### src/sdf_pkg.sv
package sdf_pkg;

    // store geometry
    localparam int STORE_DEPTH = 64;
    localparam int ADDR_W      = (STORE_DEPTH > 1) ? $clog2(STORE_DEPTH) : 1;
    localparam int CNT_W       = $clog2(STORE_DEPTH + 1);
    localparam int DATA_W      = 32;

    // front queue geometry
    localparam int QUEUE_DEPTH = 2;
    localparam int QPTR_W      = (QUEUE_DEPTH > 1) ? $clog2(QUEUE_DEPTH) : 1;
    localparam int QCNT_W      = $clog2(QUEUE_DEPTH + 1);

    typedef struct packed {
        logic signed [DATA_W-1:0] value;
        logic                     end_of_list;
    } in_item_t;

    typedef struct packed {
        logic signed [DATA_W-1:0] value_out;
        logic                     keep;
        logic                     overflow;
        logic                     end_out;
    } out_item_t;

    // head of the front queue as seen by the back end
    typedef struct packed {
        logic     valid;
        in_item_t item;
    } queue_head_t;

    typedef enum logic [1:0] {
        ST_IDLE,
        ST_SCAN,
        ST_FINISH
    } back_state_t;

endpackage

### src/sdf_ram.sv
module sdf_ram #(
    parameter int WIDTH  = 32,
    parameter int DEPTH  = 64,
    parameter int ADDR_W = (DEPTH > 1) ? $clog2(DEPTH) : 1
) (
    input  logic              aclk,
    input  logic              wr_en,
    input  logic [ADDR_W-1:0] wr_addr,
    input  logic [WIDTH-1:0]  wr_data,
    input  logic              rd_en,
    input  logic [ADDR_W-1:0] rd_addr,
    output logic [WIDTH-1:0]  rd_data
);

    logic [WIDTH-1:0] mem_reg [DEPTH];
    logic [WIDTH-1:0] rd_data_reg;

    always_ff @(posedge aclk) begin
        if (wr_en) begin
            mem_reg[wr_addr] <= wr_data;
        end
        if (rd_en) begin
            rd_data_reg <= mem_reg[rd_addr];
        end
    end

    assign rd_data = rd_data_reg;

endmodule

### src/sdf_front.sv
module sdf_front (
    input  logic                 aclk,
    input  logic                 aresetn,
    input  logic                 s_valid,
    output logic                 s_ready,
    input  sdf_pkg::in_item_t    s_data,
    output sdf_pkg::queue_head_t q_head,
    input  logic                 q_pop
);

    sdf_pkg::in_item_t              slot_reg [sdf_pkg::QUEUE_DEPTH];
    logic [sdf_pkg::QPTR_W-1:0]     wr_ptr_reg, wr_ptr_next;
    logic [sdf_pkg::QPTR_W-1:0]     rd_ptr_reg, rd_ptr_next;
    logic [sdf_pkg::QCNT_W-1:0]     cnt_reg, cnt_next;
    logic                           push;
    logic                           pop;

    assign s_ready = (cnt_reg != sdf_pkg::QCNT_W'(sdf_pkg::QUEUE_DEPTH));
    assign push    = s_valid && s_ready;
    assign pop     = q_pop && (cnt_reg != '0);

    assign q_head.valid = (cnt_reg != '0);
    assign q_head.item  = slot_reg[rd_ptr_reg];

    // pointer wrap at queue depth
    always_comb begin
        wr_ptr_next = wr_ptr_reg;
        rd_ptr_next = rd_ptr_reg;
        cnt_next    = cnt_reg;
        if (push) begin
            wr_ptr_next = (wr_ptr_reg == sdf_pkg::QPTR_W'(sdf_pkg::QUEUE_DEPTH - 1))
                        ? '0 : wr_ptr_reg + 1'b1;
        end
        if (pop) begin
            rd_ptr_next = (rd_ptr_reg == sdf_pkg::QPTR_W'(sdf_pkg::QUEUE_DEPTH - 1))
                        ? '0 : rd_ptr_reg + 1'b1;
        end
        if (push && !pop) begin
            cnt_next = cnt_reg + 1'b1;
        end else if (pop && !push) begin
            cnt_next = cnt_reg - 1'b1;
        end
    end

    always_ff @(posedge aclk) begin
        if (!aresetn) begin
            wr_ptr_reg <= '0;
            rd_ptr_reg <= '0;
            cnt_reg    <= '0;
        end else begin
            wr_ptr_reg <= wr_ptr_next;
            rd_ptr_reg <= rd_ptr_next;
            cnt_reg    <= cnt_next;
        end
    end

    always_ff @(posedge aclk) begin
        if (push) begin
            slot_reg[wr_ptr_reg] <= s_data;
        end
    end

    a_cnt_bound: assert property (@(posedge aclk) disable iff (!aresetn)
        cnt_reg <= sdf_pkg::QCNT_W'(sdf_pkg::QUEUE_DEPTH))
        else $error("queue count above depth");

    a_pop_nonempty: assert property (@(posedge aclk) disable iff (!aresetn)
        q_pop |-> q_head.valid)
        else $error("pop from empty queue");

    a_cnt_track: assert property (@(posedge aclk) disable iff (!aresetn)
        (push && !pop) |=> cnt_reg == $past(cnt_reg) + 1'b1)
        else $error("queue count missed a push");

endmodule

### src/sdf_back.sv
module sdf_back (
    input  logic                 aclk,
    input  logic                 aresetn,
    input  sdf_pkg::queue_head_t q_head,
    output logic                 q_pop,
    output logic                 m_valid,
    input  logic                 m_ready,
    output sdf_pkg::out_item_t   m_data
);

    sdf_pkg::back_state_t           state_reg, state_next;
    logic [sdf_pkg::CNT_W-1:0]      idx_reg, idx_next;
    logic [sdf_pkg::CNT_W-1:0]      count_reg, count_next;
    logic                           found_reg, found_next;
    logic                           out_valid_reg, out_valid_next;
    sdf_pkg::out_item_t             out_reg, out_next;

    logic                           rd_en;
    logic [sdf_pkg::ADDR_W-1:0]     rd_addr;
    logic [sdf_pkg::DATA_W-1:0]     rd_data;
    logic                           wr_en;
    logic                           match;
    logic                           out_free;
    logic                           scan_done;
    logic                           store_full;

    sdf_ram #(
        .WIDTH (sdf_pkg::DATA_W),
        .DEPTH (sdf_pkg::STORE_DEPTH)
    ) u_store (
        .aclk    (aclk),
        .wr_en   (wr_en),
        .wr_addr (count_reg[sdf_pkg::ADDR_W-1:0]),
        .wr_data (q_head.item.value),
        .rd_en   (rd_en),
        .rd_addr (rd_addr),
        .rd_data (rd_data)
    );

    assign match      = (rd_data == $unsigned(q_head.item.value));
    assign out_free   = !out_valid_reg || m_ready;
    assign scan_done  = (idx_reg == count_reg);
    assign store_full = (count_reg == sdf_pkg::CNT_W'(sdf_pkg::STORE_DEPTH));

    always_comb begin
        state_next = state_reg;
        case (state_reg)
            sdf_pkg::ST_IDLE: begin
                if (q_head.valid) begin
                    state_next = (count_reg == '0) ? sdf_pkg::ST_FINISH : sdf_pkg::ST_SCAN;
                end
            end
            sdf_pkg::ST_SCAN: begin
                if (match || scan_done) begin
                    state_next = sdf_pkg::ST_FINISH;
                end
            end
            sdf_pkg::ST_FINISH: begin
                if (out_free) begin
                    state_next = sdf_pkg::ST_IDLE;
                end
            end
            default: state_next = sdf_pkg::ST_IDLE;
        endcase
    end

    always_comb begin
        rd_en          = 1'b0;
        rd_addr        = '0;
        wr_en          = 1'b0;
        q_pop          = 1'b0;
        idx_next       = idx_reg;
        found_next     = found_reg;
        count_next     = count_reg;
        out_next       = out_reg;
        out_valid_next = out_valid_reg && !m_ready;
        case (state_reg)
            sdf_pkg::ST_IDLE: begin
                if (q_head.valid) begin
                    found_next = 1'b0;
                    if (count_reg != '0) begin
                        rd_en    = 1'b1;
                        idx_next = sdf_pkg::CNT_W'(1);
                    end
                end
            end
            sdf_pkg::ST_SCAN: begin
                // read data belongs to the address issued in the previous cycle
                if (match) begin
                    found_next = 1'b1;
                end else if (!scan_done) begin
                    rd_en    = 1'b1;
                    rd_addr  = idx_reg[sdf_pkg::ADDR_W-1:0];
                    idx_next = idx_reg + 1'b1;
                end
            end
            sdf_pkg::ST_FINISH: begin
                if (out_free) begin
                    q_pop              = 1'b1;
                    out_valid_next     = 1'b1;
                    out_next.value_out = q_head.item.value;
                    out_next.keep      = !found_reg;
                    out_next.overflow  = !found_reg && store_full;
                    out_next.end_out   = q_head.item.end_of_list;
                    wr_en              = !found_reg && !store_full;
                    if (q_head.item.end_of_list) begin
                        count_next = '0;
                    end else if (!found_reg && !store_full) begin
                        count_next = count_reg + 1'b1;
                    end
                end
            end
            default: ;
        endcase
    end

    always_ff @(posedge aclk) begin
        if (!aresetn) begin
            state_reg     <= sdf_pkg::ST_IDLE;
            count_reg     <= '0;
            out_valid_reg <= 1'b0;
        end else begin
            state_reg     <= state_next;
            count_reg     <= count_next;
            out_valid_reg <= out_valid_next;
        end
    end

    always_ff @(posedge aclk) begin
        idx_reg   <= idx_next;
        found_reg <= found_next;
        out_reg   <= out_next;
    end

    assign m_valid = out_valid_reg;
    assign m_data  = out_reg;

    a_count_bound: assert property (@(posedge aclk) disable iff (!aresetn)
        count_reg <= sdf_pkg::CNT_W'(sdf_pkg::STORE_DEPTH))
        else $error("store count above depth");

    a_scan_nonempty: assert property (@(posedge aclk) disable iff (!aresetn)
        state_reg == sdf_pkg::ST_SCAN |-> (count_reg != '0 && idx_reg <= count_reg))
        else $error("scan over an empty store or past its fill");

    a_ovf_keep: assert property (@(posedge aclk) disable iff (!aresetn)
        (m_valid && m_data.overflow) |-> m_data.keep)
        else $error("overflow flagged on a dropped value");

    a_end_clears: assert property (@(posedge aclk) disable iff (!aresetn)
        (q_pop && q_head.item.end_of_list) |=> count_reg == '0)
        else $error("store not emptied after end of list");

endmodule

### src/stream_duplicate_filter_core.sv
// channel | ports                       | payload            | role
// --------+-----------------------------+--------------------+----------------------------
// input   | s_valid, s_ready, s_data    | in_item_t          | list values with end mark
// result  | m_valid, m_ready, m_data    | out_item_t         | value, keep, overflow, end
//
// each transaction in the back end starts in idle, reads the n values stored so far in
// the current list (0 to 64), one store read per cycle, until a match or the fill is reached,
// and then finishes, waiting there while the result register is still held
// the store ram's single read port is why the scan reads one value at a time
// reset (aresetn low, synchronous) empties the store and the input queue
// a two-entry input queue and the result register let either side stall alone

module stream_duplicate_filter_core (
    input  logic               aclk,
    input  logic               aresetn,
    input  logic               s_valid,
    output logic               s_ready,
    input  sdf_pkg::in_item_t  s_data,
    output logic               m_valid,
    input  logic               m_ready,
    output sdf_pkg::out_item_t m_data
);

    // head of the input queue and the pop from the back end
    sdf_pkg::queue_head_t q_head;
    logic                 q_pop;

    // front: accepts transactions into a short queue
    sdf_front u_front (
        .aclk    (aclk),
        .aresetn (aresetn),
        .s_valid (s_valid),
        .s_ready (s_ready),
        .s_data  (s_data),
        .q_head  (q_head),
        .q_pop   (q_pop)
    );

    // back: scans the store, appends new values, registers the result
    sdf_back u_back (
        .aclk    (aclk),
        .aresetn (aresetn),
        .q_head  (q_head),
        .q_pop   (q_pop),
        .m_valid (m_valid),
        .m_ready (m_ready),
        .m_data  (m_data)
    );

endmodule

### config.mk
export PLATFORM = sky130hd
export DESIGN_NAME = stream_duplicate_filter_core
export DESIGN_NICKNAME = d
export VERILOG_FILES = /design/src/sdf_pkg.sv /design/src/sdf_ram.sv /design/src/sdf_front.sv /design/src/sdf_back.sv /design/src/stream_duplicate_filter_core.sv
export SDC_FILE = /design/constraint.sdc
export NUM_CORES = 2
export LEC_CHECK = 0
export BUFFER_PORTS_ARGS = -buffer_cell sky130_fd_sc_hd__buf_2
export CAP_MARGIN = 20
export CORE_UTILIZATION = 41
export CTS_CLUSTER_DIAMETER = 40
export DETAILED_ROUTE_END_ITERATION = 6
export SYNTH_ARGS = -nofsm -noshare
export SYNTH_HDL_FRONTEND = slang
export SYNTH_HIERARCHICAL = 1
export SYNTH_SLANG_ARGS = --single-unit
### constraint.sdc
create_clock -name aclk -period 7.4 [get_ports aclk]
set_clock_uncertainty 0.05 [all_clocks]
set_input_delay 0.74 -clock aclk [delete_from_list [all_inputs] [get_ports aclk]]
set_output_delay 0.74 -clock aclk [all_outputs]
set_load 0.1 [all_outputs]
## Yosys cells after proc, flatten, opt, wreduce, memory -nomap -nowiden

Memories as Yosys holds them, arrays and structs flattened. A register that Yosys moved wholly into a read port is not among the register bits.
Cells that the tools add are included.

| storage, ports and cells | value |
|---|---|
| register bits after elaboration | 57 |
| bits in latches | 0 |
| RAM bits | 2,114 |
| bits in read-only memories | 0 |
| input bits | 37 |
| output and inout port bits | 37 |
| logic and storage cells | 99 |
| memories | 2 |

Memory list:

| name | words | width | read ports | clocked after Yosys merged registers in | wr ports | RTL line | text |
|---|---|---|---|---|---|---|---|
| u_back.u_store.mem_reg | 64 | 32 | 1 | 1 | 1 | sdf_ram.sv:15 | `logic [WIDTH-1:0] mem_reg [DEPTH];` |
| u_front.slot_reg | 2 | 33 | 1 | 1 | 1 | sdf_front.sv:11 | `sdf_pkg::in_item_t slot_reg [sdf_pkg::QUEUE_DEPTH];` |

| operators by class | value |
|---|---|
| add/sub/neg operators | 6 |
| $mul | 0 |
| div/mod/pow operators | 0 |
| magnitude comparators | 0 |
| equal/unequal tests | 13 |
| shift operators | 0 |
| mux-type cells | 39 |
| bitwise logic cells | 0 |
| reductions and logical operators | 27 |

Operators with widths:

| cell | number |
|---|---|
| $mux 7 | 6 |
| $eq 32x32->1 | 1 |
| $mux 1 | 20 |
| $mux 6 | 3 |
| $add 7x1->7 const B | 2 |
| $pmux 7 s2 | 1 |
| $mux 2 | 6 |
| $reduce_and 3->1 | 3 |
| $ne 2x1->1 const B | 4 |
| $ne 2x2->1 const B | 4 |
| $reduce_bool 2->1 | 4 |
| $eq 7x7->1 | 1 |
| $eq 7x7->1 const B | 1 |
| $logic_and 1x1->1 | 7 |
| $logic_not 7->1 | 1 |
| $reduce_bool 7->1 | 1 |
| $logic_not 1->1 | 6 |
| $pmux 2 s3 | 1 |
| $reduce_and 5->1 | 1 |
| $pmux 1 s2 | 2 |
| $add 1x1->1 const B | 2 |
| $add 2x1->2 const B | 1 |
| $eq 2x1->1 const B | 1 |
| $eq 2x2->1 const B | 1 |
| other kinds (4) | 5 |

## Depth between registers and ports, before layout

| logic depth | value |
|---|---|
| depth in word-level cells | 8 |
| depth in mapped cells | 18 |
| gate-level depth less buffers | 11 |

## Modules after synthesis

The synthesis kept the hierarchy.

Modules (own cells, without submodules):

| module | instances | cells an instance | area an instance (um^2) | sequential area each (um^2) |
|---|---|---|---|---|
| sdf_ram | 1 | 3,324 | 78,835.6 | 62,459.9 |
| sdf_front | 1 | 127 | 2,616.3 | 2,082.0 |
| sdf_back | 1 | 193 | 2,529.9 | 1,491.4 |

## Worst setup path after synthesis

No wires, ideal clock.

| timing path | value |
|---|---|
| path kind | register -> register |
| from | register u_back.out_valid_reg (netlist: u_back/m_valid) |
| to | memory u_back.u_store.mem_reg[49][0], enable pin |
| setup time | 461 ps |
| data arrival time | 4,494 ps |
| data required time | 6,889 ps |
| slack | 2,396 ps |
| stages on the path, launching flop included | 8 |
| buffers on the path | 1 |
| period minus slack after synthesis | 5,004 ps |
| cell sequence | dfxtp_1 -> nand2b_1 -> nor2b_1 -> buf_2 -> and2_1 -> nor2b_1 -> nand4_1 -> nor3_1 |

| on the way | value |
|---|---|
| cells in the longest elaborated chain, start to end | 6 |

RTL lines:

| item | RTL line | text |
|---|---|---|
| start, declared | sdf_back.sv:15 | `logic out_valid_reg, out_valid_next;` |
| start signal, assigned | sdf_back.sv:125 | `out_valid_reg <= out_valid_next;` |
| $logic_not 1->1 | sdf_back.sv:41 | `assign out_free = !out_valid_reg \|\| m_ready;` |
| $logic_or 1x1->1 | sdf_back.sv:41 |  |
| $mux 1 | sdf_back.sv:98 | `if (out_free) begin` |
| $mux 1 | sdf_back.sv:77 | `case (state_reg)` |
| via u_back.wr_en | sdf_back.sv:21 | `logic wr_en;` |
| $mux 1 | sdf_ram.sv:19 | `if (wr_en) begin` |
| $mux 1 (implied by the code) | sdf_ram.sv:20 | `mem_reg[wr_addr] <= wr_data;` |
| end, declared | sdf_ram.sv:15 |  |

The timed path passes the listed nets, and every way through them passes these cells.

==> impl_metrics.json <==
{
  "status": "finished clean",
  "post_drt_wl_per_cell_um": 32.2,
  "antenna_found_initial": 18,
  "die_y_um": 455,
  "crit_family": "multiplexers",
  "synth_edf_count": 2189,
  "critPathCaptureType": "flip-flop",
  "initial_core_util_pct": 41.4,
  "instances_no_fill": 6831,
  "relSlewSlack_pct": 26.1,
  "crit_type": "flip-flop to flip-flop",
  "die_w_um": 455,
  "pin_count": 74,
  "overflow": 0,
  "core_area_mm2": 0.203,
  "vdd_drop_max_mv": 0.259,
  "cts_tree": "yes",
  "cts-resized-gates": 0,
  "yosysSeqAreaShare_pct": 78.6,
  "drc": 0,
  "synth.distinct_cells": 57,
  "clock_latency_ps": 840,
  "cts_root_buffer": "clkbuf_16",
  "layout_common_cells": "2189 x edfxtp_1, 544 x mux4_2, 233 x clkbuf_16",
  "max_cap_violations": 0,
  "drv_slew": 0,
  "hold_class": "primary input to flip-flop",
  "track_usage_pct": 21.5,
  "drt-total-wl_mm": 220,
  "io_buffers": 73,
  "multiInputGateArea_mm2": 0.0175,
  "drive_above_1_share_pct": 30.6,
  "grt_pass1_vias": 40700,
  "via_per_inst": 5.88,
  "area_growth_pct": 15.0,
  "nFillCells": 16300,
  "synthArstFlopShare_pct": 0,
  "power_density_mw_per_mm2": 287,
  "crit_chain": "buf_4 > mux2_2 > buf_4 > xnor2_1 > nand4_1 > nor4_2 > a211oi_2 > and2_4 > buf_12 > buf_12 > mux4_2 > mux4_2 > o22ai_1 > nor2_1",
  "drt_iter0_drc": 4916,
  "syn_inst": 3644,
  "largest_reg_flops": 2048,
  "nNetsFinal": 3999,
  "syn_avg_cell_area_um2": 23.0,
  "synth_seq_cells": 2204,
  "cpPeakStageDelay_ps": 850,
  "dieArea_mm2": 0.207,
  "final_common_cell": "edfxtp_1",
  "clk_path_buf_depth": 3,
  "synthesis.nets": 3685,
  "hold_viol": 0,
  "drt_first_pass_iters": 7,
  "row_count": 165,
  "period_needed_ps": 6570,
  "ys.flop_type": "edfxtp_1",
  "cts.sinks": 2204,
  "grt_start_max_net_pins": 79,
  "finalCritPeriodShare_pct": 88.7,
  "dp.cells": 6380,
  "synth_warnings": 6,
  "synth_area_mm2": 0.0840,
  "grt_setup_unrepaired": "no",
  "seqCellArea_mm2": 0.0660,
  "setup_viol": 0,
  "arrival_ps": 7060,
  "antenna_left": 0,
  "grt_pass1_wl_mm": 311,
  "critPathMaxFanout": 66,
  "crit_required_ps": 7900,
  "p_leak_uw": 0.0289,
  "via_count": 40200,
  "worst-path-buf-inv": 4,
  "tns_ps": 0,
  "cp-start-kind": "flip-flop",
  "worstMarginPinSlew_ps": 1110,
  "cts_buffers": 229,
  "hpwlAfterDp_mm": 122,
  "fmax_mhz": 152,
  "cts_max_level": 4,
  "gp_congestion": 0.794,
  "clkTransAtPathRegs_ps": 60,
  "worst_path_max_delay_cell": "o22ai_1"
}
-- stage by stage --
step / instance area, µm² / total power, µW / hold WS (ps) / util, % / setup WS (ps)
after floorplan: 84000 / 15700 / 435 / - / 2400
after global placement: 88900 / 16400 / 483 / 43.8 / 986
after detailed placement: 88900 / 16500 / 497 / 43.8 / 913
after CTS: 96600 / 27900 / 2.39 / 47.6 / 892
after global routing: 96600 / 28400 / 15.7 / 47.6 / 446
final: 96600 / 27700 / 63.6 / 47.6 / 835
-- final timing paths --
check / startpoint / endpoint / slack, ps / depth (start not counted)
setup / recovery: flip-flop / u_back/u_store/rd_data[31] / 830 / 14
hold / removal: s_data[7] / u_front/slot_reg[1][7] / 60 / 1
setup reg to reg: flip-flop / u_back/u_store/rd_data[31] / 830 / 14
hold reg to reg: u_front/cnt_reg[1] / u_front/cnt_reg[1] / 510 / 2
-- layout make-up --
type,count,area share (%)
Antenna cell,5,0.0130
Inverter,6,0.0233
Sequential cell,2204,68.4
Clock buffer,270,6.20
Multi-Input combinational cell,1244,18.1
Clock inverter,157,1.60
Timing Repair Buffer,273,2.23
Tap cell,2672,3.46
-- per-layer routing --
metal,global-route usage (%),part of all wire [%],vias to the layer above
met5,0,0.012,-
met2,34.6,48,1681
li1,-,-,16200
met3,4.31,8.5,282
met1,29.9,40,22000
met4,5.84,2.8,4
-- report_power, final --
group          switching (µW)  internal [µW]
logic                    1400            349
clock network            4870           6620
registers                51.3          14400
-- logic make-up (layout without fill, tap and decap cells) --
| group | Yosys count | in the layout | share of synthesized area (%) |
|---|---|---|---|
| other cells | 0 | 5 | 0 |
| buf+inv | 196 | 706 | 1.14 |
| simple gates | 292 | 292 | 1.67 |
| flops | 2204 | 2204 | 78.6 |
| xor+xnor | 52 | 52 | 0.542 |
| mux | 670 | 670 | 16.1 |
| fa+ha+maj | 4 | 4 | 0.0596 |
| compound gates | 226 | 226 | 1.82 |
-- synth_stat cells (2+ instances only) --
| library cell | n | area, µm² |
|---|---|---|
| o21ai_0 | 2 | 10.0 |
| xnor2_1 | 41 | 359 |
| a31o_1 | 2 | 17.5 |
| ha_1 | 4 | 50.1 |
| o32ai_1 | 4 | 35.0 |
| or3b_2 | 3 | 26.3 |
| nor2b_1 | 17 | 106 |
| buf_6 | 6 | 67.6 |
| or2_2 | 2 | 12.5 |
| o22ai_1 | 85 | 532 |
| buf_4 | 25 | 188 |
| and3_1 | 7 | 43.8 |
| buf_2 | 62 | 310 |
| buf_1 | 21 | 78.8 |
| o2111ai_2 | 2 | 30.0 |
| nand2b_1 | 10 | 62.6 |
| and2_1 | 14 | 87.6 |
| a311oi_1 | 8 | 70.1 |
| inv_1 | 6 | 22.5 |
| dfxtp_1 | 15 | 300 |
| a41o_1 | 5 | 50.1 |
| a22oi_1 | 12 | 90.1 |
| edfxtp_1 | 2189 | 65700 |
| nor4_2 | 3 | 37.5 |
| nor3_1 | 8 | 40.0 |
| mux2i_1 | 93 | 931 |
| clkbuf_1 | 75 | 282 |
| mux4_2 | 544 | 12300 |
| nor2_1 | 152 | 571 |
| and3_2 | 2 | 15.0 |
| nand2_1 | 34 | 128 |
| or3_1 | 4 | 25.0 |
| o21ai_1 | 3 | 15.0 |
| a21oi_1 | 66 | 330 |
| xor2_1 | 11 | 96.3 |
| nand3_1 | 8 | 40.0 |
| nand3b_1 | 8 | 60.1 |
| o211ai_2 | 3 | 37.5 |
| nand4_1 | 11 | 68.8 |
| mux2_2 | 33 | 372 |
| o221ai_1 | 27 | 236 |
| or3b_1 | 2 | 17.5 |
-- what timing repair did --
action,4_1_cts,5_1_grt
setup buffers,0,0
hold buffers,19,0
hold endpoints to repair,38,0
Note: power is estimated with default switching activity, not from simulation.
